==> src/sipq_pkg.sv <==
// sipq_pkg: shared types and codes for the sorted insertion priority queue
// command and result word structs, action codes; no dependencies
`default_nettype none

package sipq_pkg;

  localparam logic ACT_PUSH = 1'b0;
  localparam logic ACT_POP  = 1'b1;

  typedef struct packed {
    logic               action;
    logic signed [31:0] value;
  } cmd_t;

  typedef struct packed {
    logic signed [31:0] popped_value;
    logic               popped_valid;
    logic               push_dropped;
    logic [4:0]         entry_count;
  } result_t;

  typedef struct packed {
    logic               push_en;
    logic               pop_en;
    logic signed [31:0] value;
  } cell_ctrl_t;

endpackage

`default_nettype wire

==> src/sipq_cell.sv <==
// sipq_cell: one slot of the sorted chain, compares with the new value and shifts
// depends on sipq_pkg for the broadcast control struct
`default_nettype none

module sipq_cell
  import sipq_pkg::*;
(
  input  wire logic               clk,
  input  wire cell_ctrl_t         ctrl,
  input  wire logic               occupied,
  input  wire logic               at_tail,
  input  wire logic               prev_zone,
  input  wire logic signed [31:0] prev_entry,
  input  wire logic signed [31:0] next_entry,
  output logic                    zone,
  output logic signed [31:0]      entry
);

  logic signed [31:0] entry_next;

  // slot is in the shift zone if it holds a larger value or is the first free slot
  assign zone = occupied ? (entry > ctrl.value) : at_tail;

  always_comb begin
    entry_next = entry;
    if (ctrl.push_en && zone) begin
      entry_next = prev_zone ? prev_entry : ctrl.value;
    end else if (ctrl.pop_en) begin
      entry_next = next_entry;
    end
  end

  always_ff @(posedge clk) begin
    entry <= entry_next;
  end

endmodule

`default_nettype wire

==> src/sorted_insertion_priority_queue.sv <==
// sorted_insertion_priority_queue: top level, count register, chain of sipq_cell slots
// and the registered result word; depends on sipq_pkg and sipq_cell
//
//   channel   handshake            payload
//   command   start, busy          cmd    (cmd_t: action, value)
//   result    done                 result (result_t)
//
// one word per cycle: every slot compares with the new value in parallel and
// shifts by one position in the same cycle, so busy stays low
// the result word appears on result with done in the cycle after the command
// rst clears the count and done; slot contents are not cleared
// the receiver cannot stall, each result is shown for exactly one cycle
`default_nettype none

module sorted_insertion_priority_queue
  import sipq_pkg::*;
#(
  parameter int DEPTH = 16
) (
  input  wire logic clk,
  input  wire logic rst,
  input  wire logic start,
  output logic      busy,
  input  wire cmd_t cmd,
  output logic      done,
  output result_t   result
);

  localparam int CW = $clog2(DEPTH + 1);

  logic [CW-1:0]      count;
  logic [CW-1:0]      count_next;
  logic               accept;
  logic               full;
  logic               empty;
  cell_ctrl_t         ctrl;
  result_t            result_next;
  logic [DEPTH-1:0]   zone;
  logic signed [31:0] entry [DEPTH];

  assign busy   = 1'b0;
  assign accept = start && !busy;
  assign full   = (count == CW'(DEPTH));
  assign empty  = (count == '0);

  assign ctrl.push_en = accept && (cmd.action == ACT_PUSH) && !full;
  assign ctrl.pop_en  = accept && (cmd.action == ACT_POP) && !empty;
  assign ctrl.value   = cmd.value;

  for (genvar i = 0; i < DEPTH; i++) begin : g_cell
    logic               prev_zone;
    logic signed [31:0] prev_entry;
    logic signed [31:0] next_entry;

    if (i == 0) begin : g_head
      assign prev_zone  = 1'b0;
      assign prev_entry = entry[0];
    end else begin : g_body
      assign prev_zone  = zone[i-1];
      assign prev_entry = entry[i-1];
    end

    if (i == DEPTH - 1) begin : g_last
      assign next_entry = entry[i];
    end else begin : g_mid
      assign next_entry = entry[i+1];
    end

    sipq_cell u_cell (
      .clk        (clk),
      .ctrl       (ctrl),
      .occupied   (CW'(i) < count),
      .at_tail    (CW'(i) == count),
      .prev_zone  (prev_zone),
      .prev_entry (prev_entry),
      .next_entry (next_entry),
      .zone       (zone[i]),
      .entry      (entry[i])
    );
  end

  always_comb begin
    count_next = count;
    if (ctrl.push_en) begin
      count_next = count + CW'(1);
    end else if (ctrl.pop_en) begin
      count_next = count - CW'(1);
    end
    result_next.popped_value = ctrl.pop_en ? entry[0] : '0;
    result_next.popped_valid = ctrl.pop_en;
    result_next.push_dropped = accept && (cmd.action == ACT_PUSH) && full;
    result_next.entry_count  = 5'(count_next);
  end

  always_ff @(posedge clk) begin
    if (rst) begin
      count <= '0;
      done  <= 1'b0;
    end else begin
      count <= count_next;
      done  <= accept;
    end
  end

  always_ff @(posedge clk) begin
    if (accept) begin
      result <= result_next;
    end
  end

  a_count_bound: assert property (@(posedge clk) disable iff (rst)
    count <= CW'(DEPTH))
    else $error("count above depth");

  a_done_follows: assert property (@(posedge clk) disable iff (rst)
    accept |=> done)
    else $error("accepted word gave no result");

  a_drop_when_full: assert property (@(posedge clk) disable iff (rst)
    ctrl.push_en |-> !full)
    else $error("push taken into a full queue");

  a_pop_not_empty: assert property (@(posedge clk) disable iff (rst)
    ctrl.pop_en |=> count == $past(count) - CW'(1))
    else $error("pop did not shrink the queue");

endmodule

`default_nettype wire

==> config.mk <==
export PLATFORM = sky130hd
export DESIGN_NAME = sorted_insertion_priority_queue
export DESIGN_NICKNAME = d
export VERILOG_FILES = /design/src/sipq_pkg.sv /design/src/sipq_cell.sv /design/src/sorted_insertion_priority_queue.sv
export SDC_FILE = /design/constraint.sdc
export NUM_CORES = 2
export LEC_CHECK = 0
export BUFFER_PORTS_ARGS = -buffer_cell sky130_fd_sc_hd__buf_4
export CAP_MARGIN = 10
export CORE_MARGIN = 2
export CORE_UTILIZATION = 65
export CTS_CLUSTER_DIAMETER = 60
export DETAILED_ROUTE_END_ITERATION = 10
export PLACE_DENSITY_LB_ADDON = 0.08
export SETUP_SLACK_MARGIN = 0.5
export SLEW_MARGIN = 5
export SYNTH_ARGS = -nofsm -noshare
export SYNTH_HDL_FRONTEND = slang
export SYNTH_SLANG_ARGS = --single-unit
==> constraint.sdc <==
create_clock -name clk -period 5.4 [get_ports clk]
set_input_delay 0.27 -clock clk [delete_from_list [all_inputs] [get_ports clk]]
set_output_delay 0.27 -clock clk [all_outputs]
set_load 0.01 [all_outputs]
After elaboration in Yosys (flattened, before gate mapping)

Index checks and enable logic that the tools add are counted.

Logic and storage cells: 175
Output and inout bits: 41
Register bits: 557

Eq/ne operators: 16
Bitwise gates (word level): 1
Reduce and logical (&&, ||, !) cells: 39
Add/subtract/negate cells: 2
Multiplexer cells: 63
$lt $le $gt $ge: 32

Operators with widths:

| kind                                                                 | count |
|---|---|
| 32-bit 2-to-1 mux                                                    | 45 |
| 32-bit greater-than comparator                                       | 16 |
| 4-bit by 5-bit == test with 1-bit output (first input constant)      | 8 |
| 4-bit by 5-bit < comparator with 1-bit output (first input constant) | 8 |
| 2-bit nonzero test                                                   | 15 |
| 1-bit logical AND                                                    | 21 |
| 3-bit by 5-bit == test with 1-bit output (first input constant)      | 4 |
| 3-bit by 5-bit < comparator with 1-bit output (first input constant) | 4 |
| 1-bit 2-to-1 mux                                                     | 16 |
| 2-bit by 5-bit == test with 1-bit output (first input constant)      | 2 |
| 1-bit by 5-bit < comparator with 1-bit output (first input constant) | 2 |
| 2-bit by 5-bit < comparator with 1-bit output (first input constant) | 2 |
| 5-bit 2-to-1 mux                                                     | 2 |
| 5-bit by 1-bit adder with 5-bit output (second input constant)       | 1 |
| 1-bit by 5-bit == test with 1-bit output (first input constant)      | 1 |
| 5-bit == test (second input constant)                                | 1 |
| 5-bit logical NOT                                                    | 1 |
| 5-bit by 1-bit subtractor with 5-bit output (second input constant)  | 1 |
| 1-bit logical NOT                                                    | 2 |
| 1-bit inverter                                                       | 1 |

Longest topological paths before layout

Depth in word-level cells: 5
Gate-level depth with buffers: 13

Modules after synthesis

Synthesis repeated with hierarchy kept, for this count alone.

Cells, all modules: 4351
Area, all modules: 45257.2 um2

By module, submodules not included:

| module                           | cells each | area each (um2) | times used |
|---|---|---|---|
| sipq_cell (g_cell[0].u_cell ...) | 261        | 2697.6          | 15 |
| sipq_cell (g_cell[15].u_cell)    | 261        | 2670.1          | 1 |
| sorted_insertion_priority_queue  | 175        | 2123.3          | 1 |

Least setup slack after synthesis

No wires, ideal clock.

Path type: input -> register
Start point: input cmd[31] in the netlist's numbering
End point: register g_cell[2].u_cell.entry[0] (enable)
Arrival time: 4556 ps
Setup slack: 378 ps
Library setup time: 466 ps
Cell stages on the path: 10
Required time: 4934 ps
Buffers on the path: 1
Path through: inv_1 -> ha_1 -> nand4_1 -> or4_1 -> nand2b_1 -> a31o_2 -> nand3_1 -> o21ai_4 -> buf_6 -> o21ai_0

Word-level cells in the longest chain between the ends: 4

RTL lines:

| element                             | RTL line                              | text |
|---|---|---|
| start, declared                     | sorted_insertion_priority_queue.sv:24 | `input wire cmd_t cmd,` |
| 32-bit greater-than comparator      | sipq_cell.sv:22                       | `assign zone = occupied ? (entry > ctrl.value) : at_tail;` |
| 1-bit 2-to-1 mux                    | sipq_cell.sv:22                       |  |
| 1-bit logical AND                   | sipq_cell.sv:26                       | `if (ctrl.push_en && zone) begin` |
| 2-bit nonzero test (no source line) | --                                    |  |
| end signal, assigned                | sipq_cell.sv:34                       | `entry <= entry_next;` |
| end, declared                       | sipq_cell.sv:16                       | `output logic signed [31:0] entry` |

No other way between the ends.
A chain may end at the register's enable or synchronous reset.

Worst setup path in the final report

Start point: register g_cell[13].u_cell.entry[23]
End point: register g_cell[14].u_cell.entry[30] (data pin)

Word-level cells in the longest chain between the ends: 4

RTL lines:

| element                              | RTL line        | text |
|---|---|---|
| start, declared                      | sipq_cell.sv:16 |  |
| start signal, assigned               | sipq_cell.sv:34 |  |
| 32-bit greater-than comparator       | sipq_cell.sv:22 |  |
| 1-bit 2-to-1 mux                     | sipq_cell.sv:22 |  |
| 32-bit 2-to-1 mux                    | sipq_cell.sv:27 | `entry_next = prev_zone ? prev_entry : ctrl.value;` |
| 32-bit 2-to-1 mux                    | sipq_cell.sv:26 |  |
| via g_cell[14].u_cell.entry_next[30] | sipq_cell.sv:19 | `logic signed [31:0] entry_next;` |
| end signal, assigned                 | sipq_cell.sv:34 |  |
| end, declared                        | sipq_cell.sv:16 |  |

The timed path passes the listed nets, and every way through them passes these cells.

==> metrics.md <==
| Metric | Value |
|---|---|
| Critical Path Source | g_cell[13].u_cell.entry[23] |
| Worst Setup EP | g_cell[14].u_cell.entry[30] |
| Layout cell share with drive strength beyond 1 | 0.152 |
| Int Pwr | 11.6 mW |
| Cell Pwr Density | 428 nW/um^2 |
| 1st-iter DRT viols | 3097 |
| FF-to-FF path depth | 10 |
| H-tree Lvls | 3 |
| WL met1 | 48900 um |
| Final setup TNS | 0 ns |
| Post-synth EDFFs | 551 |
| Worst-Margin Slew | 1.18 ns |
| Vias in the first global route | 32.0k |
| Nets@finish | 4357 |
| Final period utilization | 0.769 |
| Seq pwr share | 0.373 |
| Setup CP Type | reg2reg |
| Final Setup Violations | 0 |
| Comb power frac | 0.386 |
| Register bit count reported by yosys | 557 |
| CORE AREA | 61500 um^2 |
| Die area | 63900 um^2 |
| Antenna violations before repair | 2 |
| Lkg Pwr | 17.4 nW |
| Worst r2r src | g_cell[13].u_cell.entry[23] |
| Initial Util | 0.655 |
| TritonCTS clock tree | built |
| Worst slew margin | 0.210 |
| Most frequent cells in the layout | edfxtp_1 (551), ha_1 (517), a21oi_1 (351) |
| Met3 WL post-DR | 10000 um |
| Async set or reset register ratio after synthesis | 0 |
| Min Tclk post-route | 4.15 ns |
| Endpoints failing hold | 0 |
| Post-DP HPWL | 90300 um |
| Final clock skew | 0.0267 ns |
| Crit-path max FO | 17 |
| Sw Pwr | 7.24 mW |
| CTS root buf | clkbuf_16 |
| Warnings from Yosys | 0 |
| Maximum buffer depth of the clock tree | 3 |
| Routed Antenna Nets | 0 |
| Required @ worst endpoint | 5.75 ns |
| Most common cell after layout, fill and taps aside | edfxtp_1 |
| Hold WC Path Type | in2reg |
| RePlAce Congestion | 0.984 |
| DRC viols | 0 |
| Remaining Overflow, GRT | 0 |
| Syn nets | 4318 |
| Gr usage total | 0.371 |
| Fin. max-slew vios | 0 |
| Netlist cell types | 90 |
| Switch share | 0.384 |
| Vias per inst | 6.95 |
| R2r endpoint | g_cell[14].u_cell.entry[30] |
| Pre-CTS setup slack | 0.907 ns |
| Die W | 253 um |
| Max-Cap Viols | 0 |
| RSZ-0062 raised after global routing | no |
| Routed wire per std cell | 25.7 um |
| Total CTS buffers | 69 |
| Top area cells in the synthesized netlist | edfxtp_1 (41%), ha_1 (16%), mux2_2 (6.0%), a21oi_1 (4.4%), mux2i_1 (4.3%) |
| Highest metal layer with signal wires | met4 |
| Mapped cell area | 40200 um^2 |
| First-pass GRT wire length | 183000 um |
| Area grow syn2layout | 9.64% |
| Met2 wire length | 54800 um |
| Maximum vdd drop | 0.000427 V |
| Post-Syn Instances | 3765 |
| Startpoint types | flip-flop |
| Achievable frequency | 241 MHz |
| Power share of the clock group | 0.240 |
| Mapped Avg Cell Area | 10.7 um^2 |
| Largest net degree at the start of global routing | 65 |
| First-pass DRT Iterations | 6 |
| CP endpoint kind | flip-flop |
| Worst skew pair latency | 0.62 ns |
| PnR worst setup slack | 1.25 ns |
| Synth area leader | edfxtp_1 |
| Num rows | 91 |
| Via Count | 32.3k |
| Main synth FF type | edfxtp_1 |
| Total I/O pin count | 77 |
| Arrival @ worst endpoint | 4.51 ns |
| Routed WL | 120000 um |
| Status | finished, final reports clean |
| Reg clk slew, reported paths | 0.06 ns |
| Register-to-register setup slack | 1.25 ns |
| Post-CTS sizing | 0 |
| Port Buffer Count | 75 |
| Die Height | 253 um |
| Seq/Total Area, Yosys | 0.414 |
| Yosys top cell area share | 0.411 |
| Sink Count | 557 |
## worst max-delay path, cell delays in order, from the launching register on
cell and delay (ns):
edfxtp_1 0.44, ha_1 0.35, nand4_1 0.21, nor4_2 0.51, a31oi_1 0.23, and2_1 0.21, a32oi_1 0.33, nand3_2 0.62
buf_12 0.40, mux2_4 0.30, mux2_2 0.27
## flip-flops by register name, indices dropped and copies added, names as in the netlist
register,count
result,39
done,1
count,5
g_cell.u_cell.entry,512
## metrics by stage
stage | util | hold slack (ns) | total power [mW] | cell area, um^2 | std cells
floorplan | - | 0.342 | 11.9 | 40200 | 3765
global placement | 0.682 | 0.524 | 13.9 | 41900 | 4522
detailed placement | 0.682 | 0.527 | 14.2 | 41900 | 4522
CTS | 0.717 | 0.103 | 18.7 | 44100 | 4645
global route | 0.718 | 0.145 | 19.8 | 44100 | 4647
finish | 0.718 | 0.126 | 18.9 | 44100 | 4649
## worst min-delay path by stage
stage / start / end / slack [ns] / depth (start not counted)
after CTS: cmd[11] / g_cell[0].u_cell.entry[11] / 0.10 / 2
after floorplan: rst / count[0] / 0.34 / 1
after global routing: cmd[16] / g_cell[0].u_cell.entry[16] / 0.14 / 2
final: cmd[11] / g_cell[0].u_cell.entry[11] / 0.13 / 2
after global placement: rst / count[3] / 0.52 / 2
after detailed placement: rst / count[0] / 0.53 / 2
## repair_timing
action                                 in CTS  in global routing
setup buffers                               0                  0
hold buffers                                1                  0
endpoints found under the hold margin       6                  0
## layer usage
layer  track usage  up-vias
li1              -    14661
met1         0.495    15647
met2         0.595     1652
met3        0.0508      334
met4         0.185        0
met5             0        -
## power groups by stage
stage                     Sequential, mW  Combinational (mW)  Clock [mW]
after floorplan                     6.74                5.16           0
after global placement              7.06                6.82           0
after detailed placement            7.08                7.11           0
after CTS                           7.01                7.17        4.58
after global routing                7.13                7.93        4.73
final                               7.05                7.30        4.54
## cell type report
type / count / area, um^2
inverter: 71 / 267
timing repair buffer: 200 / 1570
antenna: 4 / 10.0
sequential: 557 / 16700
fill: 4442 / 17400
clock buffer: 91 / 1890
clock inverter: 31 / 265
multi-input combinational: 2905 / 22500
tap: 790 / 988
## logic make-up after synthesis
group	Yosys count	synth area share
AO/OA/AOI/OAI	1055	0.152
other	1	0.0000932
adder cells (fa/ha/maj)	517	0.161
XOR/XNOR	4	0.000871
AND/OR/NAND/NOR	843	0.106
buffers and inverters	303	0.0331
multiplexers	485	0.133
flip-flops	557	0.414
## synthesized netlist by cell type (all sizes together) (19+ instances only)
library cell / count
nand2: 166
o21ai: 333
nor2: 244
a21o: 79
nor3: 22
or3: 39
buf: 85
edfxtp: 551
nand3: 117
ha: 517
o211ai: 22
mux2: 312
a31oi: 170
a21oi: 354
nor2b: 39
mux2i: 173
nand4: 100
and2: 36
inv: 70
clkbuf: 147
and4: 19
(Power assumes the default switching activity.)
